--- src/design/bra_pkg.sv ---
//==============================================================================
// bra_pkg: shared definitions for the bitmap range allocator
// Field widths, request kinds, status codes and bit-scan helpers.
//==============================================================================
`default_nettype none

package bra_pkg;

    localparam int WORD_BITS    = 32;
    localparam int WORD_SHIFT   = 5;
    localparam int MAP_BITS_DEF = 4096;

    localparam int KIND_W  = 2;
    localparam int INDEX_W = 12;
    localparam int RUN_W   = 13;
    localparam int CFG_W   = 13;
    localparam int STAT_W  = 2;

    localparam logic [CFG_W-1:0] CFG_RESET = 13'd4096;

    localparam logic [KIND_W-1:0] KIND_WRITE = 2'd0;
    localparam logic [KIND_W-1:0] KIND_TEST  = 2'd1;
    localparam logic [KIND_W-1:0] KIND_FIND  = 2'd2;

    typedef enum logic [STAT_W-1:0] {
        ST_OK        = 2'd0,
        ST_RANGE     = 2'd1,
        ST_NOT_FOUND = 2'd2
    } status_t;

    // number of ones at the low end of a word (0..32)
    function automatic logic [5:0] ones_trailing(input logic [WORD_BITS-1:0] v);
        logic [5:0] n;
        n = 6'd32;
        for (int i = WORD_BITS - 1; i >= 0; i--)
        begin
            if (!v[i])
            begin
                n = 6'(i);
            end
        end
        return n;
    endfunction

    // number of ones at the high end of a word (0..32)
    function automatic logic [5:0] ones_leading(input logic [WORD_BITS-1:0] v);
        logic [5:0] n;
        n = 6'd32;
        for (int i = 0; i < WORD_BITS; i++)
        begin
            if (!v[i])
            begin
                n = 6'(WORD_BITS - 1 - i);
            end
        end
        return n;
    endfunction

    // position of the lowest set bit (0 when none)
    function automatic logic [4:0] lowest_set(input logic [WORD_BITS-1:0] v);
        logic [4:0] n;
        n = 5'd0;
        for (int i = WORD_BITS - 1; i >= 0; i--)
        begin
            if (v[i])
            begin
                n = 5'(i);
            end
        end
        return n;
    endfunction

endpackage

`default_nettype wire

--- src/design/bra_req_if.sv ---
//==============================================================================
// bra_req_if: request channel
// Valid/ready channel carrying one allocator request.
//==============================================================================
`default_nettype none

interface bra_req_if;
    logic                            valid;
    logic                            ready;
    logic [bra_pkg::KIND_W-1:0]      kind;
    logic [bra_pkg::INDEX_W-1:0]     first_index;
    logic [bra_pkg::INDEX_W-1:0]     last_index;
    logic                            bit_value;
    logic [bra_pkg::RUN_W-1:0]       run_length;

    modport source (output valid, kind, first_index, last_index, bit_value, run_length,
                    input ready);
    modport sink   (input valid, kind, first_index, last_index, bit_value, run_length,
                    output ready);
endinterface

`default_nettype wire

--- src/design/bra_rsp_if.sv ---
//==============================================================================
// bra_rsp_if: response channel
// Valid/ready channel carrying one allocator response.
//==============================================================================
`default_nettype none

interface bra_rsp_if;
    logic                            valid;
    logic                            ready;
    logic [bra_pkg::STAT_W-1:0]      status;
    logic [bra_pkg::INDEX_W-1:0]     result_value;

    modport source (output valid, status, result_value, input ready);
    modport sink   (input valid, status, result_value, output ready);
endinterface

`default_nettype wire

--- src/design/bra_ram.sv ---
//==============================================================================
// bra_ram: generic simple dual-port RAM
// One write port, one read port with registered read data.
//==============================================================================
`default_nettype none

module bra_ram #(
    parameter int WIDTH = 32,
    parameter int DEPTH = 128,
    localparam int AW   = (DEPTH > 1) ? $clog2(DEPTH) : 1
) (
    input  wire logic             clk,
    input  wire logic             we,
    input  wire logic [AW-1:0]    waddr,
    input  wire logic [WIDTH-1:0] wdata,
    input  wire logic             re,
    input  wire logic [AW-1:0]    raddr,
    output logic      [WIDTH-1:0] rdata
);

    logic [WIDTH-1:0] mem [DEPTH];

    always_ff @(posedge clk)
    begin
        if (we)
        begin
            mem[waddr] <= wdata;
        end
        if (re)
        begin
            rdata <= mem[raddr];
        end
    end

endmodule

`default_nettype wire

--- src/design/bitmap_range_allocator.sv ---
//==============================================================================
// bitmap_range_allocator: first-fit allocation bitmap
// Range write, bit test and first-fit run search over a word-wide bitmap RAM.
//==============================================================================
//
//  channel   dir  handshake        payload
//  -------   ---  ---------        -------
//  req       in   valid/ready      kind, first_index, last_index, bit_value, run_length
//  rsp       out  valid/ready      status, result_value
//  cfg       in   cfg_we           cfg_wdata -> bits_in_use
//
//  After reset a clearing pass zeroes the bitmap word by word; req.ready stays low.
//  Test reads one word. Range write and run search walk the spanned words, one word per
//  cycle through the single RAM read port; a search stops at the word that completes it.
//  Range errors, empty ranges, zero run lengths and undefined kinds skip the walk.
//  One transaction at a time: req.ready is high only while no response is pending.
//
`default_nettype none

module bitmap_range_allocator #(
    parameter int MAP_BITS = bra_pkg::MAP_BITS_DEF
) (
    input  wire logic                        clk,
    input  wire logic                        rst_n,
    bra_req_if.sink                          req,
    bra_rsp_if.source                        rsp,
    input  wire logic                        cfg_we,
    input  wire logic [bra_pkg::CFG_W-1:0]   cfg_wdata
);

    localparam int WB    = bra_pkg::WORD_BITS;
    localparam int WORDS = (MAP_BITS + WB - 1) / WB;
    localparam int AW    = (WORDS > 1) ? $clog2(WORDS) : 1;
    localparam int LW    = $clog2(MAP_BITS + 1);
    localparam int CW    = (LW > bra_pkg::CFG_W) ? LW : bra_pkg::CFG_W;
    localparam int IW    = bra_pkg::INDEX_W;
    localparam int RW    = bra_pkg::RUN_W;
    localparam int SH    = bra_pkg::WORD_SHIFT;

    typedef enum logic [1:0] {
        S_CLEAR,
        S_IDLE,
        S_WALK,
        S_DONE
    } state_t;

    state_t                          state_reg, state_next;
    logic [AW-1:0]                   clr_ptr_reg, clr_ptr_next;
    logic [bra_pkg::CFG_W-1:0]       bits_in_use_reg;
    logic [bra_pkg::KIND_W-1:0]      kind_reg, kind_next;
    logic [IW-1:0]                   first_reg, first_next;
    logic [IW-1:0]                   last_reg, last_next;
    logic                            val_reg, val_next;
    logic [RW-1:0]                   run_reg, run_next;
    logic [AW-1:0]                   issue_ptr_reg, issue_ptr_next;
    logic                            issuing_reg, issuing_next;
    logic                            pv_reg, pv_next;
    logic [AW-1:0]                   pw_reg, pw_next;
    logic [RW-1:0]                   carry_reg, carry_next;
    logic [IW-1:0]                   start_reg, start_next;
    bra_pkg::status_t                status_reg, status_next;
    logic [IW-1:0]                   result_reg, result_next;

    logic                            ram_we;
    logic [AW-1:0]                   ram_waddr;
    logic [WB-1:0]                   ram_wdata;
    logic                            ram_re;
    logic [AW-1:0]                   ram_raddr;
    logic [WB-1:0]                   ram_rdata;

    bra_ram #(
        .WIDTH (WB),
        .DEPTH (WORDS)
    ) u_store (
        .clk   (clk),
        .we    (ram_we),
        .waddr (ram_waddr),
        .wdata (ram_wdata),
        .re    (ram_re),
        .raddr (ram_raddr),
        .rdata (ram_rdata)
    );

    // length in use, saturated to the map size
    logic [CW-1:0] len_sat;
    logic          in_first_err, in_last_err;

    assign len_sat = (CW'(bits_in_use_reg) > CW'(MAP_BITS)) ? CW'(MAP_BITS)
                                                            : CW'(bits_in_use_reg);
    assign in_first_err = CW'(req.first_index) >= len_sat;
    assign in_last_err  = CW'(req.last_index) >= len_sat;

    // word addresses of the latched range
    logic [AW-1:0] first_word, last_word, walk_last;
    assign first_word = AW'(first_reg[IW-1:SH]);
    assign last_word  = AW'(last_reg[IW-1:SH]);
    assign walk_last  = (kind_reg == bra_pkg::KIND_TEST) ? first_word : last_word;

    // in-range bit mask of the word being processed
    logic [SH-1:0] lo_bit, hi_bit;
    logic [WB-1:0] word_mask;
    assign lo_bit    = (pw_reg == first_word) ? first_reg[SH-1:0] : '0;
    assign hi_bit    = (pw_reg == last_word) ? last_reg[SH-1:0] : '1;
    assign word_mask = ({WB{1'b1}} << lo_bit) & ({WB{1'b1}} >> (SH'(WB - 1) - hi_bit));

    // run search on one word
    logic [WB-1:0]  match;
    logic [WB-1:0]  win [5];
    logic [WB-1:0]  win_hit;
    logic [5:0]     t_ones, l_ones;
    logic [RW:0]    span_sum;
    logic           span_hit, inner_hit;
    logic [IW-1:0]  base;
    logic [IW-1:0]  span_start;

    assign match = ~(ram_rdata ^ {WB{val_reg}}) & word_mask;
    assign base  = IW'({pw_reg, {SH{1'b0}}});

    always_comb
    begin
        logic [SH-1:0] off;
        // win[j][p] is the AND of match[p .. p+2^j-1]
        win[0] = match;
        for (int j = 1; j < 5; j++)
        begin
            win[j] = win[j-1] & (win[j-1] >> (1 << (j - 1)));
        end
        // combine power-of-two windows into a window of run_reg[4:0] bits
        win_hit = '1;
        for (int j = 0; j < 5; j++)
        begin
            off = run_reg[SH-1:0] & SH'((1 << j) - 1);
            if (run_reg[j])
            begin
                win_hit = win_hit & (win[j] >> off);
            end
        end
    end

    assign t_ones     = bra_pkg::ones_trailing(match);
    assign l_ones     = bra_pkg::ones_leading(match);
    assign span_sum   = (RW + 1)'(carry_reg) + (RW + 1)'(t_ones);
    assign span_hit   = span_sum >= (RW + 1)'(run_reg);
    assign inner_hit  = (run_reg[RW-1:SH] == '0) && (|win_hit);
    assign span_start = (carry_reg != '0) ? start_reg : base;

    always_comb
    begin
        state_next     = state_reg;
        clr_ptr_next   = clr_ptr_reg;
        kind_next      = kind_reg;
        first_next     = first_reg;
        last_next      = last_reg;
        val_next       = val_reg;
        run_next       = run_reg;
        issue_ptr_next = issue_ptr_reg;
        issuing_next   = issuing_reg;
        pv_next        = 1'b0;
        pw_next        = pw_reg;
        carry_next     = carry_reg;
        start_next     = start_reg;
        status_next    = status_reg;
        result_next    = result_reg;

        ram_we    = 1'b0;
        ram_waddr = pw_reg;
        ram_wdata = val_reg ? (ram_rdata | word_mask) : (ram_rdata & ~word_mask);
        ram_re    = 1'b0;
        ram_raddr = issue_ptr_reg;

        case (state_reg)
            S_CLEAR:
            begin
                ram_we       = 1'b1;
                ram_waddr    = clr_ptr_reg;
                ram_wdata    = '0;
                clr_ptr_next = clr_ptr_reg + 1'b1;
                if (clr_ptr_reg == AW'(WORDS - 1))
                begin
                    state_next = S_IDLE;
                end
            end

            S_IDLE:
            begin
                if (req.valid)
                begin
                    kind_next      = req.kind;
                    first_next     = req.first_index;
                    last_next      = req.last_index;
                    val_next       = req.bit_value;
                    run_next       = req.run_length;
                    issue_ptr_next = AW'(req.first_index[IW-1:SH]);
                    issuing_next   = 1'b1;
                    carry_next     = '0;
                    start_next     = '0;
                    result_next    = '0;
                    status_next    = bra_pkg::ST_OK;
                    state_next     = S_DONE;
                    case (req.kind)
                        bra_pkg::KIND_WRITE:
                        begin
                            if (in_first_err || in_last_err)
                            begin
                                status_next = bra_pkg::ST_RANGE;
                            end
                            else if (req.first_index <= req.last_index)
                            begin
                                state_next = S_WALK;
                            end
                        end
                        bra_pkg::KIND_TEST:
                        begin
                            if (in_first_err)
                            begin
                                status_next = bra_pkg::ST_RANGE;
                            end
                            else
                            begin
                                state_next = S_WALK;
                            end
                        end
                        bra_pkg::KIND_FIND:
                        begin
                            if (in_first_err || in_last_err)
                            begin
                                status_next = bra_pkg::ST_RANGE;
                            end
                            else if (req.first_index > req.last_index ||
                                     req.run_length == '0)
                            begin
                                status_next = bra_pkg::ST_NOT_FOUND;
                            end
                            else
                            begin
                                state_next = S_WALK;
                            end
                        end
                        default:
                        begin
                            status_next = bra_pkg::ST_RANGE;
                        end
                    endcase
                end
            end

            S_WALK:
            begin
                // read side: one word address per cycle
                if (issuing_reg)
                begin
                    ram_re  = 1'b1;
                    pv_next = 1'b1;
                    pw_next = issue_ptr_reg;
                    if (issue_ptr_reg == walk_last)
                    begin
                        issuing_next = 1'b0;
                    end
                    else
                    begin
                        issue_ptr_next = issue_ptr_reg + 1'b1;
                    end
                end

                // process side: the word read in the previous cycle
                if (pv_reg)
                begin
                    case (kind_reg)
                        bra_pkg::KIND_WRITE:
                        begin
                            ram_we = 1'b1;
                            if (pw_reg == walk_last)
                            begin
                                status_next = bra_pkg::ST_OK;
                                state_next  = S_DONE;
                            end
                        end
                        bra_pkg::KIND_TEST:
                        begin
                            result_next = IW'(ram_rdata[first_reg[SH-1:0]]);
                            status_next = bra_pkg::ST_OK;
                            state_next  = S_DONE;
                        end
                        bra_pkg::KIND_FIND:
                        begin
                            if (span_hit)
                            begin
                                result_next = span_start;
                                status_next = bra_pkg::ST_OK;
                                state_next  = S_DONE;
                            end
                            else if (inner_hit)
                            begin
                                result_next = base + IW'(bra_pkg::lowest_set(win_hit));
                                status_next = bra_pkg::ST_OK;
                                state_next  = S_DONE;
                            end
                            else
                            begin
                                if (&match)
                                begin
                                    carry_next = carry_reg + RW'(WB);
                                    start_next = span_start;
                                end
                                else
                                begin
                                    // run continues only from the top end of the word
                                    carry_next = RW'(l_ones);
                                    start_next = base + IW'(7'(WB) - 7'(l_ones));
                                end
                                if (pw_reg == walk_last)
                                begin
                                    status_next = bra_pkg::ST_NOT_FOUND;
                                    state_next  = S_DONE;
                                end
                            end
                        end
                        default:
                        begin
                            status_next = bra_pkg::ST_RANGE;
                            state_next  = S_DONE;
                        end
                    endcase
                end
            end

            S_DONE:
            begin
                if (rsp.ready)
                begin
                    state_next = S_IDLE;
                end
            end

            default:
            begin
                state_next = S_IDLE;
            end
        endcase
    end

    always_ff @(posedge clk or negedge rst_n)
    begin
        if (!rst_n)
        begin
            state_reg       <= S_CLEAR;
            clr_ptr_reg     <= '0;
            bits_in_use_reg <= bra_pkg::CFG_RESET;
            issuing_reg     <= 1'b0;
            pv_reg          <= 1'b0;
            status_reg      <= bra_pkg::ST_OK;
            result_reg      <= '0;
        end
        else
        begin
            state_reg   <= state_next;
            clr_ptr_reg <= clr_ptr_next;
            issuing_reg <= issuing_next;
            pv_reg      <= pv_next;
            status_reg  <= status_next;
            result_reg  <= result_next;
            if (cfg_we)
            begin
                bits_in_use_reg <= cfg_wdata;
            end
        end
    end

    always_ff @(posedge clk)
    begin
        kind_reg      <= kind_next;
        first_reg     <= first_next;
        last_reg      <= last_next;
        val_reg       <= val_next;
        run_reg       <= run_next;
        issue_ptr_reg <= issue_ptr_next;
        pw_reg        <= pw_next;
        carry_reg     <= carry_next;
        start_reg     <= start_next;
    end

    assign req.ready        = (state_reg == S_IDLE);
    assign rsp.valid        = (state_reg == S_DONE);
    assign rsp.status       = status_reg;
    assign rsp.result_value = result_reg;

endmodule

`default_nettype wire

--- src/flat_wrapper.sv ---
// flat-port wrapper written by rule: the top's interface ports become plain ports
module bitmap_range_allocator_flat 
#(
    parameter int MAP_BITS = bra_pkg::MAP_BITS_DEF
)
  (clk, rst_n, cfg_we, cfg_wdata, req_valid, req_kind, req_first_index, req_last_index, req_bit_value, req_run_length, req_ready, rsp_valid, rsp_status, rsp_result_value, rsp_ready);
  bra_req_if req_i ();
  bra_rsp_if rsp_i ();
  input  wire logic clk;
  input  wire logic rst_n;
  input  wire logic cfg_we;
  input  wire logic [bra_pkg::CFG_W-1:0] cfg_wdata;
  input wire logic [$bits(req_i.valid)-1:0] req_valid;
  input wire logic [$bits(req_i.kind)-1:0] req_kind;
  input wire logic [$bits(req_i.first_index)-1:0] req_first_index;
  input wire logic [$bits(req_i.last_index)-1:0] req_last_index;
  input wire logic [$bits(req_i.bit_value)-1:0] req_bit_value;
  input wire logic [$bits(req_i.run_length)-1:0] req_run_length;
  output wire logic [$bits(req_i.ready)-1:0] req_ready;
  output wire logic [$bits(rsp_i.valid)-1:0] rsp_valid;
  output wire logic [$bits(rsp_i.status)-1:0] rsp_status;
  output wire logic [$bits(rsp_i.result_value)-1:0] rsp_result_value;
  input wire logic [$bits(rsp_i.ready)-1:0] rsp_ready;
  assign req_i.valid = req_valid;
  assign req_i.kind = req_kind;
  assign req_i.first_index = req_first_index;
  assign req_i.last_index = req_last_index;
  assign req_i.bit_value = req_bit_value;
  assign req_i.run_length = req_run_length;
  assign req_ready = req_i.ready;
  assign rsp_valid = rsp_i.valid;
  assign rsp_status = rsp_i.status;
  assign rsp_result_value = rsp_i.result_value;
  assign rsp_i.ready = rsp_ready;
  bitmap_range_allocator #(.MAP_BITS(MAP_BITS)) u_core (.clk(clk), .rst_n(rst_n), .req(req_i), .rsp(rsp_i), .cfg_we(cfg_we), .cfg_wdata(cfg_wdata));
endmodule
--- config.mk ---
export PLATFORM = sky130hd
export DESIGN_NAME = bitmap_range_allocator_flat
export DESIGN_NICKNAME = d
export VERILOG_FILES = /design/src/design/bra_pkg.sv /design/src/design/bra_req_if.sv /design/src/design/bra_rsp_if.sv /design/src/design/bra_ram.sv /design/src/design/bitmap_range_allocator.sv /design/src/flat_wrapper.sv
export SDC_FILE = /design/constraint.sdc
export NUM_CORES = 2
export LEC_CHECK = 0
export BUFFER_PORTS_ARGS = -buffer_cell sky130_fd_sc_hd__buf_4
export CAP_MARGIN = 5
export CORE_AREA = 8 8 648 650
export CTS_CLUSTER_SIZE = 12
export DETAILED_ROUTE_END_ITERATION = 8
export DIE_AREA = 0 0 656 658
export GPL_TIMING_DRIVEN = 0
export SYNTH_ARGS = -nofsm -noshare
export SYNTH_HDL_FRONTEND = slang
export SYNTH_SLANG_ARGS = --single-unit
--- constraint.sdc ---
create_clock -name clk -period 9.8 [get_ports clk]
set_clock_uncertainty 0.15 [all_clocks]
set_input_delay 0 -clock clk [delete_from_list [all_inputs] [get_ports clk]]
set_output_delay 0 -clock clk [all_outputs]
set_load 0.1 [all_outputs]
==> impl_metrics.yaml <==
synth:
  avgSynthCellArea_um2: 21.8
  ys.flop_type: "edfxtp_1"
  seq_area_frac_synth_pct: 74.4
  ys_seq_elements: 4245
  synth_most_common_cell: "edfxtp_1"
  ys_types: 103
  synth_commonest_cells: "edfxtp_1 (4207), mux4_2 (1354), clkbuf_1 (304)"
  yosysTopAreaCellShare_pct: 73.9
  synth_edf_count: 4207
  synthTopCellsByArea: "edfxtp_1 (74%), mux4_2 (18%), clkbuf_1 (0.67%)"
  synth_top_area_cell: "edfxtp_1"
  ys_warn_count: 0
  syn_nets: 7972
  netlist_instances: 7843
  netlist_area_um2: 171000
  async_reset_ff_share_pct: 0.895
finish:
  stdcell_count: 14533
  largestRegisters: "u_core.u_store.mem x4096, u_core.u_store.rdata x32"
  largest_reg_flops: 4096
  drive_above_1_share_pct: 28.2
  nets: 8848
  top_register: "u_core.u_store.mem"
  area_delta_synth_final_pct: 16.4
  final-seq-area_um2: 127000
  fin_area_um2: 199000
  n_fill_cell: 32762
  multiInputGateArea_um2: 43100
  final_util_pct: 48.7
floorplan:
  start_util_pct: 41.8
  die_x_um: 656
  core_region_area_um2: 409000
  rows: 235
  dieArea_um2: 432000
  pin_count: 74
  die_height_um: 658
grt:
  grt_pass1_vias: 88949
  grt_max_degree: 54
  grt_pass1_wl_um: 697000
  globalRouteTotalUtil_pct: 22.7
  antenna_found_initial: 57
  grt-ovfl-total: 0
placement:
  dpl_cell_area_um2: 185000
  routabilityCongestion: 0.917
  place_ws_ns: -0.220
  numPlacedInstances: 13601
  post-dp-hpwl_um: 362000
  io_buffer_count: 73
timing:
  hold_ws_ns: 0.0890
  fin_crit_sh_pct: 96.3
  max_freq_mhz: 106
  hold_viol_final: 0
  final_max_slew_viol_count: 5
  slew_headroom_pct: -2.49
  worst_slew_pin_slew_ns: 1.53
  fin_crit_ns: 9.43
  setup_viol: 0
  final.setup.worst_slack_ns: 0.367
  grt_setup_unrepaired: "false"
pwr:
  power_switching_mw: 17.0
  p_sw_share_pct: 32.0
  p_seq_share_pct: 42.5
  p_leak_nw: 61.6
  p_int_mw: 36.1
  max-vdd-ir-drop_mv: 0.165
  power_frac_clock_pct: 28.6
  combPwrFrac_pct: 29.0
  powerDensity_nw_per_um2: 267
setup_path:
  crit_path_end_kind: "register"
  cp_slowest_cell: "nor3b_1"
  slowest_delay_ns: 0.90
  startpoint_type: "register"
  crit_arrival_ns: 9.95
  crit_buf_inv: 6
  crit_family: "simple AND/OR/NAND/NOR gates"
  critPathKind: "register to register"
  path_max_fanout: 18
  worst_ep_required_time_ns: 10.32
clocking:
  cts_sinks: 4245
  clock_latency_ns: 0.97
  root_buffer: "clkbuf_16"
  htree_levels: 5
  numCtsBuffers: 432
  clkTransAtPathRegs_ns: 0.06
  cts_tree: "built"
  cts_max_path_buffers: 4
hold_path:
  hp-class: "input pin to register"
run:
  cap_violations: 1
routing:
  drtIter0Drc: 11315
  drtAntennaViolNets: 0
  dr.pass1.iters: 6
  routedWlPerCell_um: 34.6
  drc_errors: 0
  vias: 87706
  drt-total-wl_um: 503000
  via_per_inst: 6.03
run_status:
  status: "finished with violations"
  violations: "capacitance limit, slew limit"
## logic make-up after synthesis
logic type                 synth area share [%]
xor gates and xnor gates                  0.517
adders and majority gates                 0.528
buffers and inverters                      1.13
AOI/OAI and AO/OA                          2.30
and+or+nand+nor                            2.59
DFF                                        74.4
muxes                                      18.5
## worst register-to-register path, stage by stage (launching register included)
cell and delay [ns]:
edfxtp_1 0.39, buf_2 0.29, xor2_1 0.23, nor3_1 0.13, buf_2 0.23, a31oi_1 0.49, nor3b_1 0.90, and3_1 0.52
nand4_1 0.58, nor3_4 0.67, clkbuf_1 0.52, ha_1 0.26, inv_1 0.05, o21bai_1 0.27, nand4_1 0.17, xnor2_1 0.25
ha_1 0.30, a21o_1 0.19, nand2_1 0.06, o211ai_1 0.10, o211a_1 0.35, a21oi_1 0.35, nand3b_1 0.40, o41ai_4 0.33
buf_4 0.19, nand3_1 0.15, a21boi_4 0.36, buf_8 0.24
## per-layer routing
metal  wire (µm)  global-route usage (%)
met1      197000                    30.4
met2      244000                    37.6
met3       40200                    3.98
met4       21800                    8.47
met5          55                       0
## final timing paths
kind                                    startpoint                    endpoint  slack, ns  cells after the start
hold reg to reg            u_core.issue_ptr_reg[6]            u_core.pw_reg[6]       0.30                      0
setup / recovery                  u_core.pw_reg[1]         u_core.carry_reg[3]       0.37                     27
hold / removal                         req_kind[1]        u_core.rsp.status[0]       0.09                      7
max in group asynchronous                    rst_n  u_core.bits_in_use_reg[12]       8.78                      5
setup reg to reg                  u_core.pw_reg[1]         u_core.carry_reg[3]       0.37                     27
min in group asynchronous                    rst_n   u_core.bits_in_use_reg[1]       0.47                      5
## power groups by stage
| stage | registers (mW) | logic [mW] | clock network (mW) |
|---|---|---|---|
| final | 22.6 | 15.4 | 15.2 |
| after global routing | 22.6 | 15.9 | 16.1 |
| after CTS | 22.5 | 15.3 | 15.4 |
| after detailed placement | 22.9 | 15.2 | 0 |
| after global placement | 23.7 | 13.9 | 0 |
| after floorplan | 23.2 | 7.91 | 0 |
## layout make-up
| type | instances | share of cell area (%) |
|---|---|---|
| flip-flops and latches | 4245 | 64.0 |
| multi-input cells | 3098 | 21.6 |
| clock buffers | 559 | 5.72 |
| repair buffers | 443 | 3.50 |
| well taps | 5451 | 3.43 |
| plain buffers | 439 | 0.880 |
| clock inverters | 165 | 0.649 |
| inverters | 60 | 0.113 |
| diodes | 73 | 0.0918 |
## metrics by stage
step	power, mW	TNS [ns]
floorplan	31.2	0
global placement	37.5	-2084.89
detailed placement	38.1	-4.09
CTS	53.2	0
global route	54.6	0
finish	53.1	0
## placed cells by master (no fill, tap or decap), types with 38 or more instances in the layout
cell              n
inv_1            57
mux2i_1          53
nand3_1          79
mux4_2         1354
clkbuf_16       436
nor2_1          141
ha_1             69
diode_2          73
nand2_1         169
clkinv_1         94
o21ai_0         113
edfxtp_1       4207
buf_2            38
xnor2_1          67
buf_16           57
dlygate4sd3_1   127
nor3_1           74
buf_12          165
nor2_4          158
mux2_2           51
nand4_1          55
buf_4            83
clkbuf_1        396
a21oi_1         114
buf_1            93
## timing repair
item                                    4_1_cts  5_1_grt
hold buffers                                128        0
resized for setup                             1        6
pin swaps                                     1        1
endpoints found under the setup margin       25       41
buffers inserted                              2        2
hold endpoints to repair                    187        0
Power figures use the tool's default switching activity.
